### src/assert_macros.svh
// assertion macros shared by the rtl, empty when SYNTH is set
`ifndef ASSERT_MACROS_SVH
`define ASSERT_MACROS_SVH

`ifndef SYNTH

// condition holds at every clock edge outside reset
`define PASS_ASSERT(lbl, clk, rst, expr) \
   lbl: assert property (@(posedge clk) disable iff (rst) (expr)) \
      else $error("pass assertion failed");

// consequent holds in the cycle after the antecedent
`define PASS_ASSERT_NEXT(lbl, clk, rst, ante, cons) \
   lbl: assert property (@(posedge clk) disable iff (rst) (ante) |=> (cons)) \
      else $error("pass assertion failed");

`else

`define PASS_ASSERT(lbl, clk, rst, expr)
`define PASS_ASSERT_NEXT(lbl, clk, rst, ante, cons)

`endif

`endif

### src/pass_pkg.sv
`default_nettype none

package pass_pkg;

   localparam int SLOT_COUNT     = 16;
   localparam int PAYLOAD_BYTES  = 64;
   localparam int SLOT_W         = (SLOT_COUNT > 1) ? $clog2(SLOT_COUNT) : 1;
   localparam int IDX_W          = (PAYLOAD_BYTES > 1) ? $clog2(PAYLOAD_BYTES) : 1;
   localparam int ADDR_W         = (SLOT_COUNT * PAYLOAD_BYTES > 1) ?
                                   $clog2(SLOT_COUNT * PAYLOAD_BYTES) : 1;
   localparam int OP_W           = 2;
   localparam int BYTE_W         = 8;
   localparam int REQ_LEN_W      = 16;
   localparam int STATUS_W       = 2;
   localparam int LEN_W          = 7;
   localparam int COUNT_W        = 5;
   localparam int CMD_FIFO_DEPTH = 2;

   typedef enum logic [OP_W-1:0] {
      OP_ENQUEUE = 2'd0,
      OP_PAYLOAD = 2'd1,
      OP_DEQUEUE = 2'd2,
      OP_COUNT   = 2'd3
   } op_type;

   typedef enum logic [STATUS_W-1:0] {
      ST_OK    = 2'd0,
      ST_FULL  = 2'd1,
      ST_EMPTY = 2'd2
   } status_type;

   typedef enum logic {
      CMD_RESULT = 1'b0,
      CMD_STREAM = 1'b1
   } cmd_kind_type;

   // work handed from the front to the back
   typedef struct packed {
      cmd_kind_type               kind;
      status_type                 status;
      logic [BYTE_W-1:0]          action_type;
      logic [LEN_W-1:0]           length;
      logic [LEN_W-1:0]           written;
      logic [SLOT_W-1:0]          slot;
      logic [COUNT_W-1:0]         used_count;
   } cmd_type;

   typedef struct packed {
      status_type                 status;
      logic [BYTE_W-1:0]          action_type_res;
      logic [LEN_W-1:0]           length_res;
      logic [BYTE_W-1:0]          data_byte_res;
      logic                       byte_valid;
      logic [COUNT_W-1:0]         used_count;
      logic                       last;
   } rsp_type;

   typedef struct packed {
      logic                       stream_done;
   } back_status_type;

   function automatic logic [ADDR_W-1:0] payload_addr(input logic [SLOT_W-1:0] slot,
                                                      input logic [IDX_W-1:0] pos);
      return ADDR_W'(slot) * ADDR_W'(PAYLOAD_BYTES) + ADDR_W'(pos);
   endfunction

endpackage

`default_nettype wire

### src/pass_chan_if.sv
`default_nettype none

interface pass_req_if import pass_pkg::*; ();
   logic                 valid;
   logic                 ready;
   logic [OP_W-1:0]      operation;
   logic [BYTE_W-1:0]    action_type;
   logic [REQ_LEN_W-1:0] length;
   logic [BYTE_W-1:0]    data_byte;

   modport source (output valid, operation, action_type, length, data_byte,
                   input ready);
   modport sink   (input valid, operation, action_type, length, data_byte,
                   output ready);
endinterface


`default_nettype wire

### src/pass_front.sv
`default_nettype none
`include "assert_macros.svh"

module pass_front import pass_pkg::*; (
   input  logic              clock,
   input  logic              reset,
   pass_req_if.sink          req_bus,
   output logic              cmd_push,
   output cmd_type           cmd_data,
   input  logic              cmd_space,
   output logic              ram_wr_en,
   output logic [ADDR_W-1:0] ram_wr_addr,
   output logic [BYTE_W-1:0] ram_wr_data,
   input  back_status_type   back_status
);

   localparam int INFL_W = $clog2(CMD_FIFO_DEPTH + 2);

   logic [SLOT_COUNT-1:0] used_ff, used_in;
   logic [BYTE_W-1:0]     type_ff [SLOT_COUNT];
   logic [BYTE_W-1:0]     type_in [SLOT_COUNT];
   logic [LEN_W-1:0]      len_ff  [SLOT_COUNT];
   logic [LEN_W-1:0]      len_in  [SLOT_COUNT];
   // bytes ever written per slot since reset, always a prefix
   logic [LEN_W-1:0]      hw_ff   [SLOT_COUNT];
   logic [LEN_W-1:0]      hw_in   [SLOT_COUNT];
   logic [COUNT_W-1:0]    used_count_ff, used_count_in;
   logic [SLOT_W-1:0]     fill_slot_ff, fill_slot_in;
   logic [LEN_W-1:0]      fill_pos_ff, fill_pos_in;
   logic [LEN_W-1:0]      fill_len_ff, fill_len_in;
   logic [LEN_W-1:0]      fill_hw_ff, fill_hw_in;
   logic                  fill_active_ff, fill_active_in;
   logic [INFL_W-1:0]     inflight_ff, inflight_in;

   op_type                op;
   logic                  accept;
   logic                  free_found, used_found;
   logic [SLOT_W-1:0]     free_idx, used_idx, meta_slot;
   logic [LEN_W-1:0]      hw_rd, clamped, pos_next;
   logic                  stream_push;

   assign op = op_type'(req_bus.operation);

   // lowest free and lowest used slot
   always_comb begin
      free_found = 1'b0;
      used_found = 1'b0;
      free_idx   = '0;
      used_idx   = '0;
      for (int i = SLOT_COUNT - 1; i >= 0; i--) begin
         if (!used_ff[i]) begin
            free_found = 1'b1;
            free_idx   = SLOT_W'(i);
         end
         if (used_ff[i]) begin
            used_found = 1'b1;
            used_idx   = SLOT_W'(i);
         end
      end
   end

   assign meta_slot = (op == OP_ENQUEUE) ? free_idx : used_idx;
   assign hw_rd     = hw_ff[meta_slot];
   assign clamped   = (req_bus.length > REQ_LEN_W'(PAYLOAD_BYTES)) ? LEN_W'(PAYLOAD_BYTES)
                                                                   : req_bus.length[LEN_W-1:0];
   assign pos_next  = fill_pos_ff + LEN_W'(1);

   // payload writes wait while a dequeue may still read the ram
   always_comb begin
      unique case (op)
         OP_PAYLOAD: req_bus.ready = !(fill_active_ff && inflight_ff != '0);
         OP_ENQUEUE,
         OP_DEQUEUE,
         OP_COUNT:   req_bus.ready = cmd_space;
         default:    req_bus.ready = 1'b0;
      endcase
   end

   assign accept = req_bus.valid && req_bus.ready;

   always_comb begin
      used_in        = used_ff;
      type_in        = type_ff;
      len_in         = len_ff;
      hw_in          = hw_ff;
      used_count_in  = used_count_ff;
      fill_slot_in   = fill_slot_ff;
      fill_pos_in    = fill_pos_ff;
      fill_len_in    = fill_len_ff;
      fill_hw_in     = fill_hw_ff;
      fill_active_in = fill_active_ff;
      cmd_push       = 1'b0;
      cmd_data       = '0;
      stream_push    = 1'b0;
      ram_wr_en      = 1'b0;
      ram_wr_addr    = payload_addr(fill_slot_ff, fill_pos_ff[IDX_W-1:0]);
      ram_wr_data    = req_bus.data_byte;

      if (accept) begin
         unique case (op)
            OP_ENQUEUE: begin
               cmd_push = 1'b1;
               if (free_found) begin
                  used_in[free_idx] = 1'b1;
                  type_in[free_idx] = req_bus.action_type;
                  len_in[free_idx]  = clamped;
                  used_count_in     = used_count_ff + COUNT_W'(1);
                  fill_slot_in      = free_idx;
                  fill_pos_in       = '0;
                  fill_len_in       = clamped;
                  fill_hw_in        = hw_rd;
                  fill_active_in    = clamped != '0;
                  cmd_data.status   = ST_OK;
               end else begin
                  cmd_data.status   = ST_FULL;
               end
            end
            OP_PAYLOAD: begin
               if (fill_active_ff) begin
                  ram_wr_en      = 1'b1;
                  fill_pos_in    = pos_next;
                  fill_active_in = pos_next < fill_len_ff;
                  if (pos_next > fill_hw_ff) begin
                     fill_hw_in          = pos_next;
                     hw_in[fill_slot_ff] = pos_next;
                  end
               end
            end
            OP_DEQUEUE: begin
               cmd_push = 1'b1;
               if (used_found) begin
                  used_in[used_idx] = 1'b0;
                  used_count_in     = used_count_ff - COUNT_W'(1);
                  if (fill_active_ff && fill_slot_ff == used_idx) begin
                     fill_active_in = 1'b0;
                  end
                  cmd_data.status      = ST_OK;
                  cmd_data.action_type = type_ff[used_idx];
                  if (len_ff[used_idx] != '0) begin
                     stream_push      = 1'b1;
                     cmd_data.kind    = CMD_STREAM;
                     cmd_data.length  = len_ff[used_idx];
                     cmd_data.written = hw_rd;
                     cmd_data.slot    = used_idx;
                  end
               end else begin
                  cmd_data.status = ST_EMPTY;
               end
            end
            OP_COUNT: begin
               cmd_push            = 1'b1;
               cmd_data.status     = ST_OK;
               cmd_data.used_count = used_count_ff;
            end
            default: begin
               cmd_push = 1'b0;
            end
         endcase
      end
   end

   always_comb begin
      case ({stream_push, back_status.stream_done})
         2'b10:   inflight_in = inflight_ff + INFL_W'(1);
         2'b01:   inflight_in = inflight_ff - INFL_W'(1);
         default: inflight_in = inflight_ff;
      endcase
   end

   always_ff @(posedge clock) begin
      if (reset) begin
         used_ff        <= '0;
         hw_ff          <= '{default: '0};
         used_count_ff  <= '0;
         fill_slot_ff   <= '0;
         fill_pos_ff    <= '0;
         fill_len_ff    <= '0;
         fill_hw_ff     <= '0;
         fill_active_ff <= 1'b0;
         inflight_ff    <= '0;
      end else begin
         used_ff        <= used_in;
         hw_ff          <= hw_in;
         used_count_ff  <= used_count_in;
         fill_slot_ff   <= fill_slot_in;
         fill_pos_ff    <= fill_pos_in;
         fill_len_ff    <= fill_len_in;
         fill_hw_ff     <= fill_hw_in;
         fill_active_ff <= fill_active_in;
         inflight_ff    <= inflight_in;
      end
   end

   always_ff @(posedge clock) begin
      type_ff <= type_in;
      len_ff  <= len_in;
   end

   `PASS_ASSERT(a_count_tracks_used, clock, reset, $countones(used_ff) == int'(used_count_ff))
   `PASS_ASSERT(a_fill_slot_used, clock, reset, !fill_active_ff || used_ff[fill_slot_ff])

endmodule

`default_nettype wire

### src/flat_wrapper.sv
// flat-port wrapper written by rule: the top's interface ports become plain ports
module pass_front_flat import pass_pkg::*;
  (clock, reset, cmd_push, cmd_data, cmd_space, ram_wr_en, ram_wr_addr, ram_wr_data, back_status, req_bus_valid, req_bus_operation, req_bus_action_type, req_bus_length, req_bus_data_byte, req_bus_ready);
  pass_req_if req_bus_i ();
  input  logic clock;
  input  logic reset;
  output logic cmd_push;
  output cmd_type cmd_data;
  input  logic cmd_space;
  output logic ram_wr_en;
  output logic [ADDR_W-1:0] ram_wr_addr;
  output logic [BYTE_W-1:0] ram_wr_data;
  input  back_status_type back_status;
  input wire logic [$bits(req_bus_i.valid)-1:0] req_bus_valid;
  input wire logic [$bits(req_bus_i.operation)-1:0] req_bus_operation;
  input wire logic [$bits(req_bus_i.action_type)-1:0] req_bus_action_type;
  input wire logic [$bits(req_bus_i.length)-1:0] req_bus_length;
  input wire logic [$bits(req_bus_i.data_byte)-1:0] req_bus_data_byte;
  output wire logic [$bits(req_bus_i.ready)-1:0] req_bus_ready;
  assign req_bus_i.valid = req_bus_valid;
  assign req_bus_i.operation = req_bus_operation;
  assign req_bus_i.action_type = req_bus_action_type;
  assign req_bus_i.length = req_bus_length;
  assign req_bus_i.data_byte = req_bus_data_byte;
  assign req_bus_ready = req_bus_i.ready;
  pass_front u_core (.clock(clock), .reset(reset), .req_bus(req_bus_i), .cmd_push(cmd_push), .cmd_data(cmd_data), .cmd_space(cmd_space), .ram_wr_en(ram_wr_en), .ram_wr_addr(ram_wr_addr), .ram_wr_data(ram_wr_data), .back_status(back_status));
endmodule
### config.mk
export PLATFORM = sky130hd
export DESIGN_NAME = pass_front_flat
export DESIGN_NICKNAME = d
export VERILOG_FILES = /design/src/pass_pkg.sv /design/src/pass_chan_if.sv /design/src/pass_front.sv /design/src/flat_wrapper.sv
export VERILOG_INCLUDE_DIRS = /design/src /design/src/src
export SDC_FILE = /design/constraint.sdc
export NUM_CORES = 1
export LEC_CHECK = 0
export ABC_AREA = 1
export BUFFER_PORTS_ARGS = -buffer_cell sky130_fd_sc_hd__buf_2
export CAP_MARGIN = 20
export CORE_UTILIZATION = 54
export DETAILED_ROUTE_END_ITERATION = 7
export PLACE_DENSITY = 0.72
export SYNTH_ARGS = -nofsm -noshare
export SYNTH_HDL_FRONTEND = slang
export SYNTH_SLANG_ARGS = --single-unit
### constraint.sdc
create_clock -name clock -period 4.4 [get_ports clock]
set_input_delay 0 -clock clock [delete_from_list [all_inputs] [get_ports clock]]
set_output_delay 0 -clock clock [all_outputs]
set_load 0.01 [all_outputs]
==> flow_summary.ini, run 1 <==
[layout]
instances_no_fill = 2551
design_area_um2 = 20800
design.final.nets = 2138
finish.utilization_pct = 63.4
area_growth_pct = 14.4
drive_gt1_share_pct = 12.0
n_antenna_cell = 0

[yosys]
yosysTopAreaCell = edfxtp_1
syn_avg_cell_area_um2 = 9.06
yosysTopAreaCellShare_pct = 39.7
yosys_register_bits = 401
synth_top_family_by_area = simple AND/OR/NAND/NOR gates
yosysMostFrequentCell = nand3_1
synth_simple_gate_area_share_pct = 20.9
netlist_instances = 2004
async_flop_share_pct = 0
synth-edff-count = 240
synth_compound_area_share_pct = 11.8
synth_ff_type = edfxtp_1
synth.mux.area_fraction_pct = 0
synth.yosys.warnings = 0
synth-xor-area-share_pct = 0.338
ys_seq_area_share_pct = 57.4
synth.cells.most_frequent = nand3_1 (255), nand2_1 (249), edfxtp_1 (240)
synth_adder_area_share_pct = 1.76
synth_nets = 2068
synth_area_leaders = edfxtp_1 (40%), dfxtp_1 (18%), nand3_1 (7.0%), nand2_1 (5.1%), o21ai_0 (4.5%)
synth_cell_types = 42
syn_area_um2 = 18200

[grt]
grt.total_usage_pct = 30.1
antenna_found_initial = 0
grt_pass1_vias = 14000
overflow = 0
grt_pass1_wl_um = 78500
grt_max_degree = 73

[placement]
dpl-instance-area_um2 = 19000
portBuffers = 77
hpwlAfterDp_um = 31100
place_inst = 2447
dp_slack_ns = 0.407
gp_congestion = 0.880

[cts]
clkSlewWorstSetupHoldPaths_ns = 0.06
htreeDepth = 2
clock_latency_ns = 0.58
clkSinkCount = 401
cts_root_buf = clkbuf_16
cts_max_path_buffers = 3
cts_made_buffers = 43
cts_tree = done

[timing]
final-setup-viol-count = 0
hold_viol = 0
report.final.slew_viol_count = 0
slew_headroom_pct = 41.6
clock.fmax_mhz = 240
fin_skew_ns = 0.0187
period_needed_ns = 4.17
worst_slack_ns = 0.227
rsz0062_at_grt = true
hold_slack_ns = 0.00000347
tns_ns = 0
period_share_pct = 94.9
tightest_slew_ns = 0.872

[status]
outcome = finished clean

[critical_path]
crit_cells = 29
critical_path_required_ns = 4.40
critPathMaxFanout = 28
crit_arrival_ns = 4.17
path_class = register to primary output
rr_worst_depth = 14
crit_path_end_kind = primary output
critPathTopFamily = simple AND/OR/NAND/NOR gates
critPathMaxStageDelay_ns = 0.34
critPathMostFrequentCell = nand2_1
critPathLaunchType = register
path_buf_inv = 4
crit_path_top_delay_cell = dfxtp_1

[floorplanning]
io_pins = 94
die_w_um = 185
core_um2 = 32800
die_h_um = 185
die_area_um2 = 34400
rows = 66
start_util_pct = 55.4

[power]
p_per_area_nw_per_um2 = 382
switchingPower_mw = 1.72
seqPwrFrac_pct = 50.2
combPwrFrac_pct = 3.2
p_leak_nw = 8.10
clkPwrFrac_pct = 46.6
max-vdd-ir-drop_mv = 0.351
fin_total_pwr_mw = 7.94
swShare_pct = 21.7
p_int_mw = 6.22

[route]
ant_nets = 0
drt-total-wl_um = 50600
drc_errors = 0
drt_pass1_iterations = 6
via_per_inst = 5.88
vias = 15000
detail_route.wl_per_cell_um = 19.8
drtIter0Drc = 1730

[flow_run]
maxCapViolations = 0

[worst_hold_path]
min_path_type = input port to primary output
whs_path_depth = 0
-- routing by layer --
metal	share of wire [%]	GRT usage (%)
met1	43	43.4
met2	44	45.2
met3	9.4	5.62
met4	2.7	10.4
met5	0	0
-- power groups by stage --
stage / Combinational, mW / Sequential, mW / Clock, mW
finish: 0.258 / 3.99 / 3.70
global route: 0.283 / 3.99 / 3.89
CTS: 0.252 / 3.98 / 3.74
detailed placement: 0.239 / 4.07 / 0
global placement: 0.233 / 4.06 / 0
floorplan: 0.154 / 4.06 / 0
-- what timing repair did --
item | CTS | global route
gates cloned | 0 | 1
hold endpoints to repair | 161 | 0
gates resized for setup | 1 | 18
buffers inserted | 0 | 0
hold buffers | 23 | 0
setup endpoints to repair | 5 | 131
-- area by class of cell --
type,count,area (um^2)
fillers,2699,12000
flip-flops and latches,401,10400
multi-input cells,1260,6480
clock buffers,62,1280
repair buffers,153,1040
inverters,215,811
well taps,442,553
clock inverters,18,180
-- cells in the final DEF, fill, tap and decap left out, drive strengths merged, types with 2 or more instances in the layout --
cell,synthesis,layout
a221oi,8,8
buf,57,130
clkinvlp,0,2
dlygate4sd3,0,23
o21ai,168,168
nor4,9,9
nor3,46,46
inv,209,213
clkbuf,72,62
a21oi,149,149
dfxtp,161,161
o31ai,25,25
nand3,255,255
clkinv,6,16
ha,24,24
nand2,255,256
nand4,51,51
nor2,192,192
o21a,3,3
nand3b,23,23
o22ai,32,32
edfxtp,240,240
or2,2,2
xor2,7,7
bufinv,0,2
-- registers in the layout, indices dropped and copies added (netlist names) --
register	flops
u_core.type_ff	128
u_core.hw_ff	112
u_core.len_ff	112
u_core.used_ff	16
u_core.fill_hw_ff	7
u_core.fill_len_ff	7
u_core.fill_pos_ff	7
u_core.used_count_ff	5
u_core.fill_slot_ff	4
u_core.inflight_ff	2
u_core.fill_active_ff	1
-- worst paths after layout --
kind | startpoint | slack (ns) | endpoint
hold / removal | req_bus_data_byte[1] | 0.000003 | ram_wr_data[1]
setup / recovery | u_core.used_ff[14] | 0.23 | cmd_data[8]
hold reg to reg | u_core.used_count_ff[4] | 0.45 | u_core.used_count_ff[4]
setup reg to reg | u_core.fill_pos_ff[0] | 0.26 | u_core.hw_ff[58]
-- cells by family after synthesis --
kind of cell | count (synthesis)
compound gates | 394
xor+xnor | 7
fa+ha+maj | 25
buf+inv | 344
flops | 401
simple gates | 833
Power figures use the tool's default switching activity.
==> run 2, diff against run 1 <==
--- a/config.mk
+++ b/config.mk
@@ -10,6 +10,7 @@
 export BUFFER_PORTS_ARGS = -buffer_cell sky130_fd_sc_hd__buf_2
 export CAP_MARGIN = 20
 export CORE_UTILIZATION = 54
+export CTS_BUF_LIST = sky130_fd_sc_hd__clkbuf_8
 export DETAILED_ROUTE_END_ITERATION = 7
 export PLACE_DENSITY = 0.72
 export SYNTH_ARGS = -nofsm -noshare
==> run 2 against run 1 <==
Against the previous run: clock-buffer cell count is 10 higher; power is 7.6% lower; highest routed layer unchanged; final cell count is 1.6% higher; first-iteration DRC count is 5.4% lower; sequential power hardly changed.
==> flow_summary.ini, run 2 (synthesis gave the netlist of run 1 again) <==
[layout]
final_cell_mix = nand3_1 (253), nand2_1 (248), edfxtp_1 (240), inv_1 (227), nor2_1 (174)
largest_reg_flops = 128
layout_commonest_cell = nand3_1
instances_no_fill = 2593
fill_cells = 2755
area_growth_pct = 13.4
regMostFlops = u_core.type_ff
design.final.nets = 2166
reg_top3 = u_core.type_ff (128), u_core.hw_ff (112), u_core.len_ff (112)
drive_gt1_share_pct = 12.4
n_antenna_cell = 0

[cts]
cts_made_buffers = 68
clkSinkCount = 401
clkSlewWorstSetupHoldPaths_ns = 0.07
clock_latency_ns = 0.62
cts_max_path_buffers = 3
cts_tree = done
cts_root_buf = clkbuf_8
htreeDepth = 3
post-cts-setup-buffers = 0

[grt]
grt_pass1_vias = 14100
grt.total_usage_pct = 30.1
antenna_found_initial = 0
grt_max_degree = 73
use_met3_pct = 6.47
grt_pass1_wl_um = 78300
use_met1_pct = 43.0
busiest_layer = met2
use_met2_pct = 45.2
overflow = 0

[placement]
portBuffers = 77
gp_congestion = 0.880
dp_slack_ns = 0.407
place_inst = 2447
hpwlAfterDp_um = 31100

[route]
drtIter0Drc = 1636
via_per_inst = 5.84
ant_nets = 0
detail_route.wl_per_cell_um = 19.6
drt-total-wl_um = 50700
drt_pass1_iterations = 6
vias = 15100
drc_errors = 0

[critical_path]
r2r-start = u_core.fill_pos_ff[0]
critPathMaxFanout = 18
rrSetupSlack_ns = 0.23
critPathLaunchType = register
rr_worst_depth = 14
path_class = register to register
crit_arrival_ns = 4.70
worstReg2RegEnd = u_core.hw_ff[4]
crit_path_end_kind = register
critical_path_required_ns = 4.93

[timing]
hold_slack_ns = 0.00000347
hold_viol = 0
fin_skew_ns = 0.0281
rsz0062_at_grt = true
period_share_pct = 94.8
clock.fmax_mhz = 240
period_needed_ns = 4.17
worst_slack_ns = 0.230
final-setup-viol-count = 0
slew_headroom_pct = 40.5
tightest_slew_ns = 0.890
report.final.slew_viol_count = 0
tns_ns = 0

[power]
p_int_mw = 5.64
combPwrFrac_pct = 3.5
max-vdd-ir-drop_mv = 0.398
p_leak_nw = 8.12
seqPwrFrac_pct = 54.3
switchingPower_mw = 1.70
clkPwrFrac_pct = 42.2
p_per_area_nw_per_um2 = 357
swShare_pct = 23.2

[flow_run]
maxCapViolations = 0

[floorplanning]
die_h_um = 185
io_pins = 94
core_um2 = 32800
rows = 66
die_area_um2 = 34400
die_w_um = 185
start_util_pct = 55.4

[worst_hold_path]
min_path_type = input port to primary output
min_from = req_bus_data_byte[1]
min_to = ram_wr_data[1]
whs_path_depth = 0

[status]
outcome = finished clean
run 2: area by class of cell:
cell class / count / area, um^2 / share of cell area, %
clock buffers: 72 / 991 / 4.81
clock inverters: 47 / 248 / 1.20
inverters: 215 / 811 / 3.94
multi-input cells: 1261 / 6490 / 31.5
flip-flops and latches: 401 / 10400 / 50.7
well taps: 442 / 553 / 2.69
repair buffers: 155 / 1070 / 5.18
run 2: worst max path at each step:
stage | from | endpoint | depth (start not counted)
floorplan | u_core.fill_pos_ff[0] | u_core.hw_ff[4] | 15
global placement | u_core.used_ff[13] | u_core.inflight_ff[1] | 31
detailed placement | u_core.used_ff[13] | u_core.inflight_ff[1] | 31
CTS | u_core.used_ff[14] | cmd_data[8] | 29
global route | u_core.fill_pos_ff[0] | u_core.hw_ff[6] | 14
finish | u_core.fill_pos_ff[0] | u_core.hw_ff[4] | 14
run 2: repair_timing:
item / CTS / global route
cloned: 0 / 2
endpoints found under the hold margin: 179 / 0
gates resized for setup: 1 / 19
hold buffers: 25 / 0
pin swaps: 0 / 1
endpoints found under the setup margin: 6 / 128
run 2: per-layer routing:
layer | wire, um | share of wire, % | vias to the layer above
met3 | 4780 | 9.4 | 83
met1 | 22200 | 44 | 7173
li1 | - | - | 7140
met4 | 1100 | 2.2 | 0
met2 | 22700 | 45 | 741
met5 | 0 | 0 | -
run 2: through the flow:
stage | utilization, % | total power [mW] | instance area [um^2]
2_1_floorplan | - | 4.22 | 18200
5_1_grt | 62.8 | 7.59 | 20600
3_5_place_dp | 58.0 | 4.30 | 19000
4_1_cts | 62.5 | 7.39 | 20500
3_3_place_gp | 58.0 | 4.30 | 19000
6_report | 62.8 | 7.34 | 20600
run 2: critical path, stage by stage, from the launching register on:
cell and delay, ns:
dfxtp_1 0.59, ha_1 0.28, nand4_1 0.13, nor2_1 0.15, xor2_1 0.17, buf_4 0.30
inv_1 0.10, ha_1 0.30, o21a_1 0.12, o32ai_1 0.10, nor3_1 0.35, nand3_1 0.37
nor2_1 0.78, o21ai_0 0.17, a21oi_1 0.17
run 2: power by group through the flow:
stage | registers, mW | clock network, mW | logic, mW
finish | 3.99 | 3.09 | 0.259
global route | 3.99 | 3.32 | 0.283
CTS | 3.99 | 3.15 | 0.252
detailed placement | 4.07 | 0 | 0.239
global placement | 4.06 | 0 | 0.233
floorplan | 4.06 | 0 | 0.154
==> run 3, diff against run 2 <==
--- a/config.mk
+++ b/config.mk
@@ -10,8 +10,9 @@
 export BUFFER_PORTS_ARGS = -buffer_cell sky130_fd_sc_hd__buf_2
 export CAP_MARGIN = 20
 export CORE_UTILIZATION = 54
-export CTS_BUF_LIST = sky130_fd_sc_hd__clkbuf_8
+export CTS_BUF_LIST = sky130_fd_sc_hd__clkbuf_2
 export DETAILED_ROUTE_END_ITERATION = 7
+export HOLD_SLACK_MARGIN = 0.08
 export PLACE_DENSITY = 0.72
 export SYNTH_ARGS = -nofsm -noshare
 export SYNTH_HDL_FRONTEND = slang
==> run 3 against run 2 <==
Against the previous run: the run now ends with DRC left; flip-flop and latch count stayed put; routed wire length rose by 3.3%; critical path depth increased by 17; fmax rose by 0.41%; global-route usage is 1.0 points higher; final cell count is 4.4% higher; clock power is 18% lower; first-iteration DRC count shrank 0.98%; die area unchanged; sequential power hardly changed; critical endpoint is now cmd_data[8]; highest routed layer unchanged.
==> flow_summary.ini, run 3 (synthesis gave the netlist of run 1 again) <==
[floorplanning]
die_w_um = 185
die_area_um2 = 34400
die_h_um = 185
rows = 66
core_um2 = 32800
io_pins = 94
start_util_pct = 55.4

[timing]
hold_viol = 0
period_share_pct = 94.4
period_needed_ns = 4.15
rsz0062_at_grt = true
hold_slack_ns = 0.221
slew_headroom_pct = 44.7
clock.fmax_mhz = 241
tns_ns = 0
tightest_slew_ns = 0.826
report.final.slew_viol_count = 0
final-setup-viol-count = 0
fin_skew_ns = 0.0850

[critical_path]
critPathMaxFanout = 14
worstSetupStartpoint = u_core.used_ff[14]
path_buf_inv = 7
worstReg2RegEnd = u_core.hw_ff[23]
critical_path_required_ns = 4.40
r2r-start = u_core.fill_pos_ff[0]
rr_worst_depth = 14
critPathLaunchType = register
crit_path_end_kind = primary output
crit_path_top_delay_cell = dfxtp_2
critPathMostFrequentCell = nand2_1
critPathMaxStageDelay_ns = 0.37
crit_arrival_ns = 4.15
path_class = register to primary output
rrSetupSlack_ns = 0.29
critPathTopFamily = simple AND/OR/NAND/NOR gates

[power]
p_leak_nw = 8.36
max-vdd-ir-drop_mv = 0.230
p_per_area_nw_per_um2 = 326
fin_total_pwr_mw = 6.82

[layout]
design.final.nets = 2253
final_cell_mix = nand3_1 (253), nand2_1 (246), edfxtp_1 (240), inv_1 (200), nor2_1 (174)
register_area_um2 = 10400
fill_cells = 2761
regMostFlops = u_core.type_ff
reg_top3 = u_core.type_ff (128), u_core.hw_ff (112), u_core.len_ff (112)
largest_reg_flops = 128
area_growth_pct = 15.1
multi_input_area_um2 = 6540
instances_no_fill = 2708
layout_commonest_cell = nand3_1
design_area_um2 = 20900
drive_gt1_share_pct = 15.4

[cts]
htreeDepth = 3
clock_latency_ns = 1.07
clkSlewWorstSetupHoldPaths_ns = 0.10
clkSinkCount = 401
cts_max_path_buffers = 3
cts_made_buffers = 100
cts_root_buf = clkbuf_2
cts_tree = done

[flow_run]
maxCapViolations = 0

[route]
detail_route.wl_per_cell_um = 19.4
drt_pass1_iterations = 8
drtIter0Drc = 1620
via_per_inst = 5.76
drc_errors = 2
ant_nets = 0
drt-total-wl_um = 52400
vias = 15600

[worst_hold_path]
min_path_type = input port to register
whs_path_depth = 7
min_to = u_core.fill_active_ff
min_from = req_bus_operation[0]

[placement]
portBuffers = 77
place_inst = 2447
gp_congestion = 0.880
dpl-instance-area_um2 = 19000
hpwlAfterDp_um = 31100

[grt]
grt_pass1_vias = 14800
use_met2_pct = 47.0
use_met1_pct = 42.7
overflow = 0
busiest_layer = met2
grt.total_usage_pct = 31.1
grt_pass1_wl_um = 80500
antenna_found_initial = 1
grt_max_degree = 73
use_met3_pct = 7.65

[status]
outcome = finished, violations left
violations = DRC
run 3: layout make-up:
class	count	share of cell area, %
Clock buffer	139	3.33
Timing Repair Buffer	208	7.73
Inverter	215	3.95
Multi-Input combinational cell	1263	31.3
Clock inverter	39	1.11
Tap cell	442	2.65
Antenna cell	1	0.0120
Sequential cell	401	49.9
run 3: tightest hold or removal path, cell delays in order:
cell and delay [ns]:
dlygate4sd3_1 0.53, buf_2 0.22, ha_1 0.18, nor3_1 0.08, nand3_1 0.09, nand2_1 0.05, nor2_1 0.07
run 3: repair_timing:
item                                   4_1_cts  5_1_grt
setup buffers                                2        3
gates cloned                                 4        0
hold buffers                                74        0
resized for setup                           12       31
pin swaps                                    3        2
setup endpoints to repair                   22      128
endpoints found under the hold margin      409        0
run 3: power breakdown:
| part | internal [mW] | switching [mW] | total [mW] | leakage, nW |
|---|---|---|---|---|
| Sequential | 3.97 | 0.0130 | 3.98 | 3.55 |
| Combinational | 0.105 | 0.188 | 0.293 | 4.12 |
| Clock | 0.995 | 1.55 | 2.54 | 0.687 |
| Total | 5.07 | 1.75 | 6.82 | 8.36 |
run 3: how the worst max path moves through the flow:
stage,to,slack [ns],cells after the start
2_1_floorplan,u_core.hw_ff[4],1.04,15
6_report,cmd_data[8],0.25,31
3_3_place_gp,u_core.inflight_ff[1],0.45,31
4_1_cts,cmd_data[8],0.03,22
3_5_place_dp,u_core.inflight_ff[1],0.41,31
5_1_grt,u_core.hw_ff[21],-0.21,14
run 3: per-stage QoR:
stage	util (%)	setup slack, ns
after floorplan	-	1.04
after global placement	58.0	0.446
after detailed placement	58.0	0.407
after CTS	63.4	0.0315
after global routing	63.7	-0.210
final	63.7	0.247
run 3: metal layers:
layer,vias up,wire (um)
li1,7370,-
met1,7350,22200
met2,747,23400
met3,125,5150
met4,0,1600
met5,-,0
